### src/sv/gww_pkg.sv
// ----------------------------------------------------------------------------
// gww_pkg
// Shared types and constants of the greedy word-wrap stream core: command
// codes between front and back, result layout, character codes and the
// register map.
// ----------------------------------------------------------------------------
package gww_pkg;

	// command classes produced by the front part
	typedef enum logic [1:0] {
		CMD_CHAR = 2'd0,
		CMD_SEP  = 2'd1,
		CMD_LF   = 2'd2,
		CMD_END  = 2'd3
	} cmd_kind_t;

	// one classified input request
	typedef struct packed {
		cmd_kind_t   kind;
		logic [7:0]  text;
	} cmd_t;

	// result kinds
	localparam logic [1:0] KIND_CHAR    = 2'd0;
	localparam logic [1:0] KIND_EOL     = 2'd1;
	localparam logic [1:0] KIND_SUMMARY = 2'd2;

	// one result request without its last marker
	typedef struct packed {
		logic [1:0] kind;
		logic [7:0] data;
		logic [7:0] lines;
		logic       trunc;
	} result_t;

	// configuration handed to the back part
	typedef struct packed {
		logic [5:0] wrap_width;
		logic [7:0] line_limit;
	} cfg_t;

	// character codes
	localparam logic [7:0] CH_SPACE = 8'h20;
	localparam logic [7:0] CH_TAB   = 8'h09;
	localparam logic [7:0] CH_CR    = 8'h0D;
	localparam logic [7:0] CH_LF    = 8'h0A;

	// register map, index taken from paddr[2]
	localparam logic REG_WRAP_WIDTH = 1'b0;
	localparam logic REG_LINE_LIMIT = 1'b1;
	localparam int   APB_ADDR_W     = 3;

	localparam logic [5:0] WRAP_WIDTH_RESET = 6'd32;
	localparam logic [7:0] LINE_LIMIT_RESET = 8'd255;

	// command queue between front and back
	localparam int QUEUE_DEPTH = 2;
	localparam int QUEUE_AW    = 1;

endpackage

### src/sv/gww_front.sv
// ----------------------------------------------------------------------------
// gww_front
// Accepts input requests, sorts each into character, separator, line feed or
// end of text, and queues it for the back part.
// ----------------------------------------------------------------------------
module gww_front (
	input  logic                clk,
	input  logic                arst_n,
	input  logic                s_tvalid,
	output logic                s_tready,
	input  logic [7:0]          s_tdata,   // [7:0] text_byte
	input  logic                s_tlast,   // end_of_text
	output logic                head_valid,
	output gww_pkg::cmd_t       head,
	input  logic                pop
);

	gww_pkg::cmd_t                    q_mem_q [gww_pkg::QUEUE_DEPTH];
	logic [gww_pkg::QUEUE_AW-1:0]     wr_ptr_q;
	logic [gww_pkg::QUEUE_AW-1:0]     rd_ptr_q;
	logic [gww_pkg::QUEUE_AW:0]       count_q;
	logic                             push;
	logic                             do_pop;
	gww_pkg::cmd_t                    cmd_in;

	// sort a byte into its command class
	function automatic gww_pkg::cmd_t classify(input logic [7:0] b, input logic eot);
		gww_pkg::cmd_t c;
		c.text = b;
		if (eot) begin
			c.kind = gww_pkg::CMD_END;
		end else if (b == gww_pkg::CH_SPACE || b == gww_pkg::CH_TAB ||
				b == gww_pkg::CH_CR) begin
			c.kind = gww_pkg::CMD_SEP;
		end else if (b == gww_pkg::CH_LF) begin
			c.kind = gww_pkg::CMD_LF;
		end else begin
			c.kind = gww_pkg::CMD_CHAR;
		end
		return c;
	endfunction

	assign cmd_in     = classify(s_tdata, s_tlast);
	assign s_tready   = count_q != (gww_pkg::QUEUE_AW + 1)'(gww_pkg::QUEUE_DEPTH);
	assign push       = s_tvalid && s_tready;
	assign head_valid = count_q != '0;
	assign head       = q_mem_q[rd_ptr_q];
	assign do_pop     = pop && head_valid;

	// queue pointers and fill level
	always_ff @(posedge clk or negedge arst_n) begin
		if (!arst_n) begin
			wr_ptr_q <= '0;
			rd_ptr_q <= '0;
			count_q  <= '0;
		end else begin
			if (push) wr_ptr_q <= wr_ptr_q + 1'b1;
			if (do_pop) rd_ptr_q <= rd_ptr_q + 1'b1;
			if (push && !do_pop) count_q <= count_q + 1'b1;
			else if (!push && do_pop) count_q <= count_q - 1'b1;
		end
	end

	// queue entries
	always_ff @(posedge clk) begin
		if (push) q_mem_q[wr_ptr_q] <= cmd_in;
	end

endmodule

### src/sv/gww_back.sv
// ----------------------------------------------------------------------------
// gww_back
// Sequencer that carries out queued commands: buffers the current word, places
// words on the line, splits long words, counts lines and, unless the output
// stalls, emits one result per cycle through a hold stage and output register.
// ----------------------------------------------------------------------------
module gww_back #(
	parameter int MAX_WIDTH = 32
) (
	input  logic                clk,
	input  logic                arst_n,
	input  gww_pkg::cfg_t       cfg,
	input  logic                head_valid,
	input  gww_pkg::cmd_t       head,
	output logic                pop,
	output logic                out_valid,
	input  logic                out_ready,
	output gww_pkg::result_t    out_res,
	output logic                out_last
);

	localparam int LW = $clog2(MAX_WIDTH + 1);
	localparam int AW = $clog2(MAX_WIDTH);

	typedef enum logic [2:0] {
		ST_IDLE,
		ST_CHAR,
		ST_PLACE,
		ST_WORD,
		ST_CHUNK_EOL,
		ST_POST,
		ST_SUMMARY,
		ST_FINISH
	} state_t;

	state_t              state_q, state_d;
	gww_pkg::cmd_t       cmd_q, cmd_d;
	logic [LW-1:0]       wlen_q, wlen_d;
	logic [LW-1:0]       llen_q, llen_d;
	logic [7:0]          lines_q, lines_d;
	logic                trunc_q, trunc_d;
	logic [AW-1:0]       ptr_q, ptr_d;
	logic [LW-1:0]       cnt_q, cnt_d;
	logic                chunk_q, chunk_d;
	gww_pkg::result_t    hold_q, hold_d;
	logic                hold_v_q, hold_v_d;
	gww_pkg::result_t    out_q, out_d;
	logic                out_last_q, out_last_d;
	logic                out_v_q, out_v_d;

	logic [7:0]          mem [MAX_WIDTH];
	logic [7:0]          rdata_q;
	logic [AW-1:0]       raddr;
	logic                mem_we;

	logic [LW-1:0]       width_eff;
	logic [LW-1:0]       wl;
	logic [LW:0]         fit_sum;
	logic                sup;
	logic [7:0]          lines_inc;
	logic                close_drop;
	logic                slot_free;
	logic                can_emit;
	logic                last_char;
	logic                emit;
	logic                push_last;
	gww_pkg::result_t    emit_res;
	gww_pkg::result_t    close_res;

	// effective width: zero reads as one, clamped to the store depth
	always_comb begin
		if (cfg.wrap_width == '0) begin
			width_eff = LW'(1);
		end else if (cfg.wrap_width > 6'(MAX_WIDTH)) begin
			width_eff = LW'(MAX_WIDTH);
		end else begin
			width_eff = LW'(cfg.wrap_width);
		end
	end

	assign sup        = lines_q >= cfg.line_limit;
	assign wl         = (wlen_q < width_eff) ? wlen_q : width_eff;
	assign fit_sum    = {1'b0, llen_q} + {1'b0, wl} + (LW + 1)'(1);
	assign lines_inc  = lines_q + 8'd1;
	assign close_drop = (lines_inc >= cfg.line_limit) && (wlen_q != '0);
	assign slot_free  = !out_v_q || out_ready;
	assign can_emit   = !hold_v_q || slot_free;
	assign last_char  = (LW'(ptr_q) + LW'(1)) == cnt_q;

	always_comb begin
		close_res.kind  = gww_pkg::KIND_EOL;
		close_res.data  = 8'h00;
		close_res.lines = lines_inc;
		close_res.trunc = trunc_q | close_drop;
	end

	// sequencer next state
	always_comb begin
		state_d  = state_q;
		cmd_d    = cmd_q;
		wlen_d   = wlen_q;
		llen_d   = llen_q;
		lines_d  = lines_q;
		trunc_d  = trunc_q;
		ptr_d    = ptr_q;
		cnt_d    = cnt_q;
		chunk_d  = chunk_q;
		pop      = 1'b0;
		mem_we   = 1'b0;
		emit     = 1'b0;
		push_last = 1'b0;
		emit_res = close_res;
		raddr    = '0;

		unique case (state_q)
			ST_IDLE: begin
				if (head_valid) begin
					pop   = 1'b1;
					cmd_d = head;
					if (head.kind == gww_pkg::CMD_END) begin
						if (sup) begin
							if (wlen_q != '0 || llen_q != '0) trunc_d = 1'b1;
							wlen_d  = '0;
							llen_d  = '0;
							state_d = ST_SUMMARY;
						end else begin
							state_d = ST_PLACE;
						end
					end else if (sup) begin
						// suppressed text is dropped, non-blank marks truncation
						if (wlen_q != '0 || llen_q != '0) trunc_d = 1'b1;
						if (head.kind == gww_pkg::CMD_CHAR) trunc_d = 1'b1;
						wlen_d = '0;
						llen_d = '0;
					end else begin
						unique case (head.kind)
							gww_pkg::CMD_SEP: begin
								if (wlen_q != '0) state_d = ST_PLACE;
							end
							gww_pkg::CMD_LF: begin
								if (wlen_q != '0 || llen_q != '0) state_d = ST_PLACE;
							end
							gww_pkg::CMD_CHAR: begin
								if (wlen_q < width_eff) begin
									mem_we = 1'b1;
									wlen_d = wlen_q + LW'(1);
								end else begin
									state_d = ST_CHAR;
								end
							end
							gww_pkg::CMD_END: begin
								state_d = ST_PLACE;
							end
						endcase
					end
				end
			end

			// full word buffer: close open line, emit a chunk, then store
			ST_CHAR: begin
				if (wlen_q >= width_eff && llen_q != '0 && !sup) begin
					if (can_emit) begin
						emit    = 1'b1;
						lines_d = lines_inc;
						llen_d  = '0;
						if (close_drop) begin
							trunc_d = 1'b1;
							wlen_d  = '0;
						end
					end
				end else if (wlen_q >= width_eff && !sup) begin
					cnt_d   = width_eff;
					ptr_d   = '0;
					chunk_d = 1'b1;
					state_d = ST_WORD;
				end else begin
					if (sup) begin
						trunc_d = 1'b1;
						wlen_d  = '0;
						llen_d  = '0;
					end else begin
						mem_we = 1'b1;
						wlen_d = wlen_q + LW'(1);
					end
					state_d = ST_FINISH;
				end
			end

			// place the pending word on the open line or a new one
			ST_PLACE: begin
				if (wl == '0) begin
					state_d = ST_POST;
				end else if (sup) begin
					if (wlen_q != '0 || llen_q != '0) trunc_d = 1'b1;
					wlen_d  = '0;
					llen_d  = '0;
					state_d = ST_POST;
				end else if (llen_q != '0 && fit_sum > {1'b0, width_eff}) begin
					if (can_emit) begin
						emit    = 1'b1;
						lines_d = lines_inc;
						llen_d  = '0;
						if (close_drop) begin
							trunc_d = 1'b1;
							wlen_d  = '0;
						end
					end
				end else if (llen_q != '0) begin
					if (can_emit) begin
						emit           = 1'b1;
						emit_res.kind  = gww_pkg::KIND_CHAR;
						emit_res.data  = gww_pkg::CH_SPACE;
						emit_res.lines = lines_q;
						emit_res.trunc = trunc_q;
						llen_d  = llen_q + LW'(1);
						cnt_d   = wl;
						ptr_d   = '0;
						chunk_d = 1'b0;
						state_d = ST_WORD;
					end
				end else begin
					cnt_d   = wl;
					ptr_d   = '0;
					chunk_d = 1'b0;
					state_d = ST_WORD;
				end
			end

			// stream word characters from the store
			ST_WORD: begin
				raddr = ptr_q;
				if (can_emit) begin
					emit           = 1'b1;
					emit_res.kind  = gww_pkg::KIND_CHAR;
					emit_res.data  = rdata_q;
					emit_res.lines = lines_q;
					emit_res.trunc = trunc_q;
					if (last_char) begin
						llen_d  = llen_q + cnt_q;
						wlen_d  = '0;
						state_d = chunk_q ? ST_CHUNK_EOL : ST_POST;
					end else begin
						ptr_d = ptr_q + AW'(1);
						raddr = ptr_q + AW'(1);
					end
				end
			end

			// a chunk of a long word is a line of its own
			ST_CHUNK_EOL: begin
				if (sup) begin
					state_d = ST_CHAR;
				end else if (can_emit) begin
					emit    = 1'b1;
					lines_d = lines_inc;
					llen_d  = '0;
					if (close_drop) begin
						trunc_d = 1'b1;
						wlen_d  = '0;
					end
					state_d = ST_CHAR;
				end
			end

			// line feed and end of text close the open line
			ST_POST: begin
				if (cmd_q.kind != gww_pkg::CMD_SEP && llen_q != '0 && !sup) begin
					if (can_emit) begin
						emit    = 1'b1;
						lines_d = lines_inc;
						llen_d  = '0;
						if (close_drop) begin
							trunc_d = 1'b1;
							wlen_d  = '0;
						end
						state_d = (cmd_q.kind == gww_pkg::CMD_END) ? ST_SUMMARY : ST_FINISH;
					end
				end else begin
					state_d = (cmd_q.kind == gww_pkg::CMD_END) ? ST_SUMMARY : ST_FINISH;
				end
			end

			// totals, then start a fresh text
			ST_SUMMARY: begin
				if (can_emit) begin
					emit           = 1'b1;
					emit_res.kind  = gww_pkg::KIND_SUMMARY;
					emit_res.data  = 8'h00;
					emit_res.lines = lines_q;
					emit_res.trunc = trunc_q;
					wlen_d  = '0;
					llen_d  = '0;
					lines_d = '0;
					trunc_d = 1'b0;
					state_d = ST_FINISH;
				end
			end

			// release the held result as the final one of the request
			ST_FINISH: begin
				if (!hold_v_q) begin
					state_d = ST_IDLE;
				end else if (slot_free) begin
					push_last = 1'b1;
					state_d   = ST_IDLE;
				end
			end

			default: begin
				state_d = ST_IDLE;
			end
		endcase
	end

	// hold stage and output register
	always_comb begin
		hold_d     = hold_q;
		hold_v_d   = hold_v_q;
		out_d      = out_q;
		out_last_d = out_last_q;
		out_v_d    = out_v_q;
		if (out_ready) out_v_d = 1'b0;
		if (emit) begin
			hold_d   = emit_res;
			hold_v_d = 1'b1;
			if (hold_v_q) begin
				out_d      = hold_q;
				out_last_d = 1'b0;
				out_v_d    = 1'b1;
			end
		end else if (push_last) begin
			hold_v_d   = 1'b0;
			out_d      = hold_q;
			out_last_d = 1'b1;
			out_v_d    = 1'b1;
		end
	end

	always_ff @(posedge clk or negedge arst_n) begin
		if (!arst_n) begin
			state_q    <= ST_IDLE;
			cmd_q      <= '0;
			wlen_q     <= '0;
			llen_q     <= '0;
			lines_q    <= '0;
			trunc_q    <= 1'b0;
			ptr_q      <= '0;
			cnt_q      <= '0;
			chunk_q    <= 1'b0;
			hold_q     <= '0;
			hold_v_q   <= 1'b0;
			out_q      <= '0;
			out_last_q <= 1'b0;
			out_v_q    <= 1'b0;
		end else begin
			state_q    <= state_d;
			cmd_q      <= cmd_d;
			wlen_q     <= wlen_d;
			llen_q     <= llen_d;
			lines_q    <= lines_d;
			trunc_q    <= trunc_d;
			ptr_q      <= ptr_d;
			cnt_q      <= cnt_d;
			chunk_q    <= chunk_d;
			hold_q     <= hold_d;
			hold_v_q   <= hold_v_d;
			out_q      <= out_d;
			out_last_q <= out_last_d;
			out_v_q    <= out_v_d;
		end
	end

	// word store, one write and one registered read per cycle
	always_ff @(posedge clk) begin
		if (mem_we) begin
			mem[wlen_q[AW-1:0]] <= (state_q == ST_IDLE) ? head.text : cmd_q.text;
		end
		rdata_q <= mem[raddr];
	end

	assign out_valid = out_v_q;
	assign out_res   = out_q;
	assign out_last  = out_last_q;

endmodule

### src/sv/greedy_word_wrap_stream_core.sv
// ----------------------------------------------------------------------------
// greedy_word_wrap_stream_core
// Greedy word wrapper for a byte stream. One text byte per input request
// (s_tlast marks end of text); results are characters, line ends and a final
// summary with the line count and the truncated flag, the last result of each
// request carrying m_tlast. A character that extends the current word, and a
// blank that has nothing to flush, is taken straight in the idle state. A
// separator, line feed, end of text or a character that cuts a full word
// goes through further steps: popping the request, deciding where the
// word goes, closing or skipping the line end, and releasing the final result.
// A single sequencer emits all results one per cycle, and each result waits
// in a hold stage until the next one is known so that the last can be marked.
// A two-entry command queue sits between the input classifier and the
// sequencer, and results leave through an output register, so either side
// may stall independently; a stalled result side holds the sequencer.
// ----------------------------------------------------------------------------
module greedy_word_wrap_stream_core #(
	parameter int MAX_WIDTH = 32
) (
	input  logic                              clk,
	input  logic                              arst_n,
	// input stream
	input  logic                              s_tvalid,
	output logic                              s_tready,
	input  logic [7:0]                        s_tdata,  // [7:0] text_byte
	input  logic                              s_tlast,  // end_of_text
	// result stream
	output logic                              m_tvalid,
	input  logic                              m_tready,
	output logic [23:0]                       m_tdata,  // [7:0] out_byte, [15:8] line_count,
	                                                    // [16] truncated, [23:17] zero
	output logic [1:0]                        m_tuser,  // kind
	output logic                              m_tlast,  // last
	// configuration
	input  logic                              psel,
	input  logic                              penable,
	input  logic                              pwrite,
	input  logic [gww_pkg::APB_ADDR_W-1:0]    paddr,
	input  logic [31:0]                       pwdata,
	output logic [31:0]                       prdata,
	output logic                              pready
);

	logic [5:0]          wrap_width_q;
	logic [7:0]          line_limit_q;
	logic                cfg_we;
	gww_pkg::cfg_t       cfg;
	logic                head_valid;
	gww_pkg::cmd_t       head;
	logic                pop;
	gww_pkg::result_t    res;

	assign pready = 1'b1;
	assign cfg_we = psel && penable && pwrite && pready;

	// configuration registers
	always_ff @(posedge clk or negedge arst_n) begin
		if (!arst_n) begin
			wrap_width_q <= gww_pkg::WRAP_WIDTH_RESET;
			line_limit_q <= gww_pkg::LINE_LIMIT_RESET;
		end else if (cfg_we) begin
			unique case (paddr[2])
				gww_pkg::REG_WRAP_WIDTH: wrap_width_q <= pwdata[5:0];
				gww_pkg::REG_LINE_LIMIT: line_limit_q <= pwdata[7:0];
			endcase
		end
	end

	// register read back
	always_comb begin
		unique case (paddr[2])
			gww_pkg::REG_WRAP_WIDTH: prdata = {26'd0, wrap_width_q};
			gww_pkg::REG_LINE_LIMIT: prdata = {24'd0, line_limit_q};
		endcase
	end

	assign cfg.wrap_width = wrap_width_q;
	assign cfg.line_limit = line_limit_q;

	gww_front u_front (
		.clk        (clk),
		.arst_n     (arst_n),
		.s_tvalid   (s_tvalid),
		.s_tready   (s_tready),
		.s_tdata    (s_tdata),
		.s_tlast    (s_tlast),
		.head_valid (head_valid),
		.head       (head),
		.pop        (pop)
	);

	gww_back #(
		.MAX_WIDTH (MAX_WIDTH)
	) u_back (
		.clk        (clk),
		.arst_n     (arst_n),
		.cfg        (cfg),
		.head_valid (head_valid),
		.head       (head),
		.pop        (pop),
		.out_valid  (m_tvalid),
		.out_ready  (m_tready),
		.out_res    (res),
		.out_last   (m_tlast)
	);

	// result packing
	assign m_tdata = {7'd0, res.trunc, res.lines, res.data};
	assign m_tuser = res.kind;

endmodule
### config.mk
export PLATFORM = sky130hd
export DESIGN_NAME = greedy_word_wrap_stream_core
export DESIGN_NICKNAME = d
export VERILOG_FILES = /design/src/sv/gww_pkg.sv /design/src/sv/gww_front.sv /design/src/sv/gww_back.sv /design/src/sv/greedy_word_wrap_stream_core.sv
export SDC_FILE = /design/constraint.sdc
export NUM_CORES = 1
export LEC_CHECK = 0
export BUFFER_PORTS_ARGS = -buffer_cell sky130_fd_sc_hd__buf_2
export CAP_MARGIN = 30
export CORE_MARGIN = 4
export CORE_UTILIZATION = 50
export DETAILED_ROUTE_END_ITERATION = 10
export PLACE_DENSITY_LB_ADDON = 0.08
export SETUP_SLACK_MARGIN = 0.15
export SYNTH_ARGS = -nofsm -noshare
export SYNTH_HDL_FRONTEND = slang
export SYNTH_SLANG_ARGS = --single-unit
### constraint.sdc
create_clock -name clk -period 13.1 [get_ports clk]
set_input_delay 0.655 -clock clk [delete_from_list [all_inputs] [get_ports clk]]
set_output_delay 0.655 -clock clk [all_outputs]
set_load 0.005 [all_outputs]
==> impl_metrics.env, run 1 <==
export IMPL_status="finished clean"
export IMPL_ant_nets=0
export IMPL_drt_iter0_markers=988
export IMPL_yosysWarnings=0
export IMPL_synth_cells=1500
export IMPL_cts_setup_buffers=0
export IMPL_grtUsageMet1_pct=32.1
export IMPL_post_dp_hpwl_mm=29.0
export IMPL_critPathRequiredTime_ps=13540
export IMPL_cp_max_fo=15
export IMPL_grt_pass1_wl_mm=67.4
export IMPL_async_reset_ff_share_pct=27.0
export IMPL_clock_fmax_ghz=0.155
export IMPL_ys_types=80
export IMPL_nets=1657
export IMPL_cts_resized_gates=0
export IMPL_drive_gt1_share_pct=14.8
export IMPL_antenna_found_initial=1
export IMPL_grt_setup_unrepaired="false"
export IMPL_gp_congestion=0.902
export IMPL_dieArea_sq_um=40000
export IMPL_cpMaxStageDelayCell="a21oi_1"
export IMPL_start_util_pct=50.5
export IMPL_drt_wl_total_mm=43.7
export IMPL_dieWidth_um=200
export IMPL_synth_main_ff_cell="edfxtp_1"
export IMPL_arrival_ps=6900
export IMPL_cts_tree="yes"
export IMPL_cts_buffer_depth=3
export IMPL_power_density_nw_per_um2=241
export IMPL_finalSetupTns_ps=0
export IMPL_core_area_sq_um=36500
export IMPL_postCtsHoldBufs=0
export IMPL_cpPeakStageDelay_ps=670
export IMPL_grt_overflow_total=0
export IMPL_port_buffers=54
export IMPL_insertion_delay_ps=560
export IMPL_htree_levels=2
export IMPL_hold_class="in2async"
export IMPL_worst_slew_pin_slew_ps=1100
export IMPL_postSynthRegisterBits=389
export IMPL_finalCritPeriodShare_pct=49.3
export IMPL_rows=70
export IMPL_drc=0
export IMPL_cts_buffers=42
export IMPL_path_cells="nor2b_1 -> inv_1 -> ha_1 -> a21o_1 -> a21oi_1 -> o221a_2 -> o21ai_0 -> ha_1 -> a21o_1 -> a21o_1 -> a21o_1 -> a21oi_1 -> xnor2_1 -> ha_1 -> a21oi_1 -> and3b_1 -> o21ai_0 -> o21ai_0 -> nand2_1 -> a211o_1 -> a21oi_1 -> mux2_2"
export IMPL_grt_busiest_layer="met2"
export IMPL_setup_viol=0
export IMPL_clk_pin_slew_ps=60
export IMPL_dr_pass1_iters=6
export IMPL_grt_max_degree=72
export IMPL_avgViaCountPerCell=5.84
export IMPL_ir_drop_v=0.000201
export IMPL_stdcell_area_sq_um=20500
export IMPL_met3_usage_pct=4.20
export IMPL_routedWlPerCell_um=21.2
export IMPL_critical_path_class="reg2reg"
export IMPL_cts_sinks=389
export IMPL_fill_cells=3058
export IMPL_maxCapViolations=0
export IMPL_finalHoldViolCount=0
export IMPL_setup_ws_ps=6640
export IMPL_crit_path_end_kind="flip-flop"
export IMPL_area_delta_synth_final_pct=10.9
export IMPL_worst_clock_skew_ps=15.3
export IMPL_vias=12000
export IMPL_syn_area_per_cell_sq_um=12.3
export IMPL_fin_crit_ps=6460
export IMPL_relSlewSlack_pct=25.9
export IMPL_place_area_sq_um=19100
export IMPL_clockRootBuffer="clkbuf_16"
export IMPL_boundaryPins=113
export IMPL_slew_violations=0
export IMPL_pre_cts_ws_ps=6670
export IMPL_grt_pass1_vias=11600
export IMPL_synth_edff_count=276
export IMPL_p_leak_nw=7.70
export IMPL_track_usage_pct=21.8
export IMPL_synth_area_sq_um=18400
export IMPL_grtUsageMet2_pct=34.0
export IMPL_die_h_um=200
export IMPL_synth_seq_area_share_pct=60.1
export IMPL_worstSetupStartpointType="flip-flop"
## Yosys cell counts (all sizes together) (16+ instances only)
cell type / count / area share [%]
nor2: 81 / 1.7
inv: 38 / 0.77
nor3: 23 / 0.68
nand2: 147 / 3.0
a21oi: 77 / 2.1
a221oi: 19 / 0.90
xnor2: 17 / 0.81
edfxtp: 276 / 45
ha: 49 / 3.3
a211oi: 23 / 0.96
mux2: 58 / 3.5
nand3: 23 / 0.62
mux2i: 94 / 5.1
clkbuf: 37 / 0.75
o21ai: 102 / 2.8
and2: 23 / 0.78
dfrtp: 96 / 13
a211o: 16 / 0.76
buf: 65 / 2.2
## cells by family (layout without fill, tap and decap cells)
kind of cell | Yosys count | in the layout | synth area share [%]
multiplexers | 152 | 152 | 8.67
adder cells (fa/ha/maj) | 51 | 51 | 3.54
buffers and inverters | 142 | 199 | 3.79
AO/OA/AOI/OAI | 353 | 353 | 12.6
XOR/XNOR | 32 | 32 | 1.52
flip-flops | 389 | 389 | 60.1
other | 2 | 33 | 0.0407
AND/OR/NAND/NOR | 379 | 379 | 9.72
## worst max-delay path: cells and delay by family, from the launching register on
| family | cells | cell delay (ps) |
|---|---|---|
| AOI/OAI and AO/OA | 13 | 3690 |
| adders and majority gates | 3 | 950 |
| and+or+nand+nor | 3 | 600 |
| muxes | 1 | 410 |
| DFF | 1 | 400 |
| buffers and inverters | 1 | 160 |
| xor gates and xnor gates | 1 | 140 |
## report_power, final
| part | internal (W) | total [W] | switching [W] |
|---|---|---|---|
| clock | 0.000659 | 0.00114 | 0.000481 |
| sequential | 0.00167 | 0.00181 | 0.000149 |
| combinational | 0.000707 | 0.00197 | 0.00127 |
## path summary, 6_finish.rpt
check / startpoint / endpoint / slack, ps / cells past startpoint
setup reg to reg: wrap_width_q[3]$_DFFE_PN0P_ / u_back.cnt_q[0]$_DFFE_PN0P_ / 6640 / 22
min in group clk: s_tdata[4] / u_front.q_mem_q[1][4]$_DFFE_PP_ / 310 / 1
hold reg to reg: u_back.rdata_q[6]$_DFF_P_ / u_back.hold_q[15]$_DFFE_PN0P_ / 440 / 2
setup / recovery: wrap_width_q[3]$_DFFE_PN0P_ / u_back.cnt_q[0]$_DFFE_PN0P_ / 6640 / 22
max in group asynchronous: arst_n / u_back.hold_q[9]$_DFFE_PN0P_ / 11770 / 2
hold / removal: arst_n / wrap_width_q[0]$_DFFE_PN0P_ / 120 / 1
## sequential cells by signal, summed over array words and instances, names as in the netlist, 3 cells and up
signal and cells:
line_limit_q 8, u_back.cmd_q 10, u_back.cnt_q 6, u_back.hold_q 19, u_back.lines_q 8, u_back.llen_q 6
u_back.mem 256, u_back.out_res 19, u_back.ptr_q 5, u_back.rdata_q 8, u_back.state_q 3, u_back.wlen_q 6
u_front.q_mem_q 20, wrap_width_q 6
## final cells by class
class / count / area [sq um] / area share (%)
Inverter: 40 / 150 / 0.734
Tap cell: 468 / 586 / 2.86
Antenna cell: 1 / 2.50 / 0.0122
Sequential cell: 389 / 11100 / 54.2
Timing Repair Buffer: 83 / 493 / 2.41
Clock buffer: 56 / 1150 / 5.65
Multi-Input combinational cell: 999 / 6830 / 33.4
Clock inverter: 20 / 154 / 0.752
## cell usage in the layout (no fill, tap or decap), types with 17 or more instances in the layout
| cell | instances |
|---|---|
| a211oi_1 | 22 |
| a21oi_1 | 68 |
| a221oi_1 | 19 |
| and2_1 | 22 |
| buf_2 | 55 |
| buf_4 | 27 |
| clkbuf_16 | 43 |
| conb_1 | 32 |
| dfrtp_1 | 96 |
| edfxtp_1 | 276 |
| ha_1 | 49 |
| inv_1 | 38 |
| mux2_2 | 58 |
| mux2i_1 | 93 |
| nand2_1 | 147 |
| nand3_1 | 23 |
| nor2_1 | 79 |
| nor3_1 | 20 |
| o21ai_0 | 96 |
| xnor2_1 | 17 |
## metrics by stage
stage          cells  utilization [%]  hold WS [ps]  total power (W)
2_1_floorplan   1530                -           359          0.00318
4_1_cts         2055             56.0           122          0.00496
3_5_place_dp    1979             52.4           431          0.00381
3_3_place_gp    1974             52.3           428          0.00377
5_1_grt         2055             56.0           167          0.00524
6_report        2056             56.0           121          0.00493
## layer usage
layer,part of all wire (%),vias to the layer above
met5,0,-
met4,1.7,0
met1,47,5882
met2,45,370
met3,6.8,63
li1,-,5692
Power figures use the tool's default switching activity.
==> inputs of run 2 (changes only) <==
clock period = 5.9 ns   (was 13.1 ns; I/O delays follow)
==> impl_metrics.env, run 2 (synthesized netlist as in run 1, its figures left out) <==
export IMPL_rrSetupSlack_ps=630
export IMPL_critical_path_class="reg2reg"
export IMPL_mostFrequentLayoutCells="edfxtp_1 (276), nand2_1 (147), dfrtp_1 (96)"
export IMPL_gp_congestion=0.990
export IMPL_status="finished clean"
export IMPL_final_common_cell="edfxtp_1"
export IMPL_dieWidth_um=200
export IMPL_track_usage_pct=22.8
export IMPL_num_antenna_cells=0
export IMPL_cp_top_family="compound AO/OA/AOI/OAI gates"
export IMPL_boundaryPins=113
export IMPL_r2r_start="wrap_width_q[1]$_DFFE_PN0P_"
export IMPL_worst_clock_skew_ps=26.0
export IMPL_fill_cells=3037
export IMPL_cts_buffers=42
export IMPL_drt_iter0_markers=990
export IMPL_setup_viol=0
export IMPL_drive_gt1_share_pct=16.2
export IMPL_cpPeakStageDelay_ps=420
export IMPL_critPathCapture="u_back.cnt_q[3]$_DFFE_PN0P_"
export IMPL_worst_slew_pin_slew_ps=908
export IMPL_dr_pass1_iters=6
export IMPL_r2r_end="u_back.cnt_q[3]$_DFFE_PN0P_"
export IMPL_vias=12400
export IMPL_grt_max_degree=72
export IMPL_reg2regPathDepth=26
export IMPL_cts_tree="yes"
export IMPL_drc=0
export IMPL_worst_hold_slack_ps=94.4
export IMPL_multi_input_area_sq_um=6850
export IMPL_placedCellCount=1992
export IMPL_maxCapViolations=0
export IMPL_cpMaxStageDelayCell="dfrtp_1"
export IMPL_ant_nets=0
export IMPL_startpoint="wrap_width_q[1]$_DFFE_PN0P_"
export IMPL_cts_sinks=389
export IMPL_slew_violations=0
export IMPL_grt_setup_unrepaired="false"
export IMPL_fin_crit_ps=5270
export IMPL_post_dp_hpwl_mm=30.8
export IMPL_arrival_ps=5740
export IMPL_rows=70
export IMPL_cp_num_cells=26
export IMPL_dieArea_sq_um=40000
export IMPL_power_density_nw_per_um2=534
export IMPL_nets=1689
export IMPL_p_leak_nw=7.89
export IMPL_largest_reg_flops=256
export IMPL_avgViaCountPerCell=5.92
export IMPL_insertion_delay_ps=560
export IMPL_final_cells=2089
export IMPL_finalHoldViolCount=0
export IMPL_area_delta_synth_final_pct=13.0
export IMPL_relSlewSlack_pct=39.5
export IMPL_finalCritPeriodShare_pct=89.4
export IMPL_seq_area_sq_um=11100
export IMPL_critPathRequiredTime_ps=6370
export IMPL_grt_overflow_total=0
export IMPL_cp_max_fo=7
export IMPL_antenna_found_initial=3
export IMPL_cts_buffer_depth=3
export IMPL_routedWlPerCell_um=21.8
export IMPL_core_area_sq_um=36500
export IMPL_finalSetupTns_ps=0
export IMPL_grt_pass1_vias=12000
export IMPL_drt_wl_total_mm=45.6
export IMPL_crit_path_end_kind="flip-flop"
export IMPL_port_buffers=54
export IMPL_clockRootBuffer="clkbuf_16"
export IMPL_ir_drop_v=0.000329
export IMPL_htree_levels=2
export IMPL_clk_pin_slew_ps=60
export IMPL_clock_fmax_ghz=0.190
export IMPL_cp_num_buf_inv=4
export IMPL_grt_pass1_wl_mm=70.3
export IMPL_die_h_um=200
export IMPL_start_util_pct=50.5
export IMPL_worstSetupStartpointType="flip-flop"
export IMPL_hold_class="in2reg"
==> run 2: cell count changes in the layout (fill, tap and decap cells not counted), moves of 3 or more <==
cell,previous run,this run
buf_12,0,3
clkinv_2,6,10
dlygate4sd3_1,0,17
buf_4,27,39
clkinv_1,10,6
==> run 2: area by class of cell <==
type	instances	area share (%)
inverters	40	0.720
clock inverters	19	0.690
well taps	468	2.81
flip-flops and latches	389	53.2
multi-input cells	999	32.9
repair buffers	115	3.90
clock buffers	59	5.79
==> run 2: power breakdown <==
part	internal [W]	switching, W	leakage [nW]	total [W]
Combinational	0.00167	0.00290	3.33	0.00457
Clock	0.00148	0.00106	0.668	0.00253
Sequential	0.00370	0.000322	3.89	0.00402
==> run 2: through the flow <==
| step | utilization, % | worst slack (ps) | total power (W) | instance area [sq um] |
|---|---|---|---|---|
| global route | 57.1 | 154 | 0.0118 | 20800 |
| floorplan | - | 438 | 0.00706 | 18600 |
| global placement | 52.6 | 431 | 0.00848 | 19200 |
| finish | 57.1 | 628 | 0.0111 | 20800 |
| detailed placement | 52.7 | 267 | 0.00859 | 19300 |
| CTS | 56.9 | 252 | 0.0112 | 20800 |
==> run 2: worst min-delay path by stage <==
stage | startpoint | to | slack (ps) | depth (start not counted)
final | s_tvalid | u_front.wr_ptr_q$_DFFE_PN0P_ | 90 | 3
after global routing | m_tready | u_back.out_valid$_DFF_PN0_ | 80 | 3
after CTS | m_tready | u_back.out_valid$_DFF_PN0_ | 60 | 3
after floorplan | arst_n | u_back.chunk_q$_DFFE_PN0P_ | -0.6 | 0
after global placement | arst_n | wrap_width_q[3]$_DFFE_PN0P_ | 290 | 1
after detailed placement | arst_n | wrap_width_q[2]$_DFFE_PN0P_ | 300 | 1
==> run 2: timing repair <==
item	in CTS	in global routing
gates resized for setup	0	9
hold buffers	17	0
endpoints found under the hold margin	58	0
setup buffers	0	2
setup endpoints to repair	0	40
==> run 2: routing by layer <==
| layer | part of all wire [%] | global-route usage, % |
|---|---|---|
| met1 | 47 | 33.8 |
| met2 | 45 | 35.0 |
| met3 | 6.0 | 3.84 |
| met4 | 2.3 | 6.39 |
| met5 | 0.037 | 0 |
==> run 2: worst reg2reg max path, cell delays in order, from the launching register on <==
cell and delay, ps:
dfrtp_1 420, nor4_1 290, nor2_1 70, nor2_1 190
ha_1 220, inv_1 40, a21oi_1 180, o221a_4 280
mux2i_1 280, ha_1 190, inv_1 60, a21o_1 170
a21o_1 190, a21o_1 170, a21oi_1 160, xnor2_1 140
ha_1 270, a21oi_1 180, and3b_1 200, o21ai_0 90
buf_4 170, o21ai_0 220, nand2_1 80, a211o_2 380
a21oi_2 160, buf_4 190, mux2i_1 200
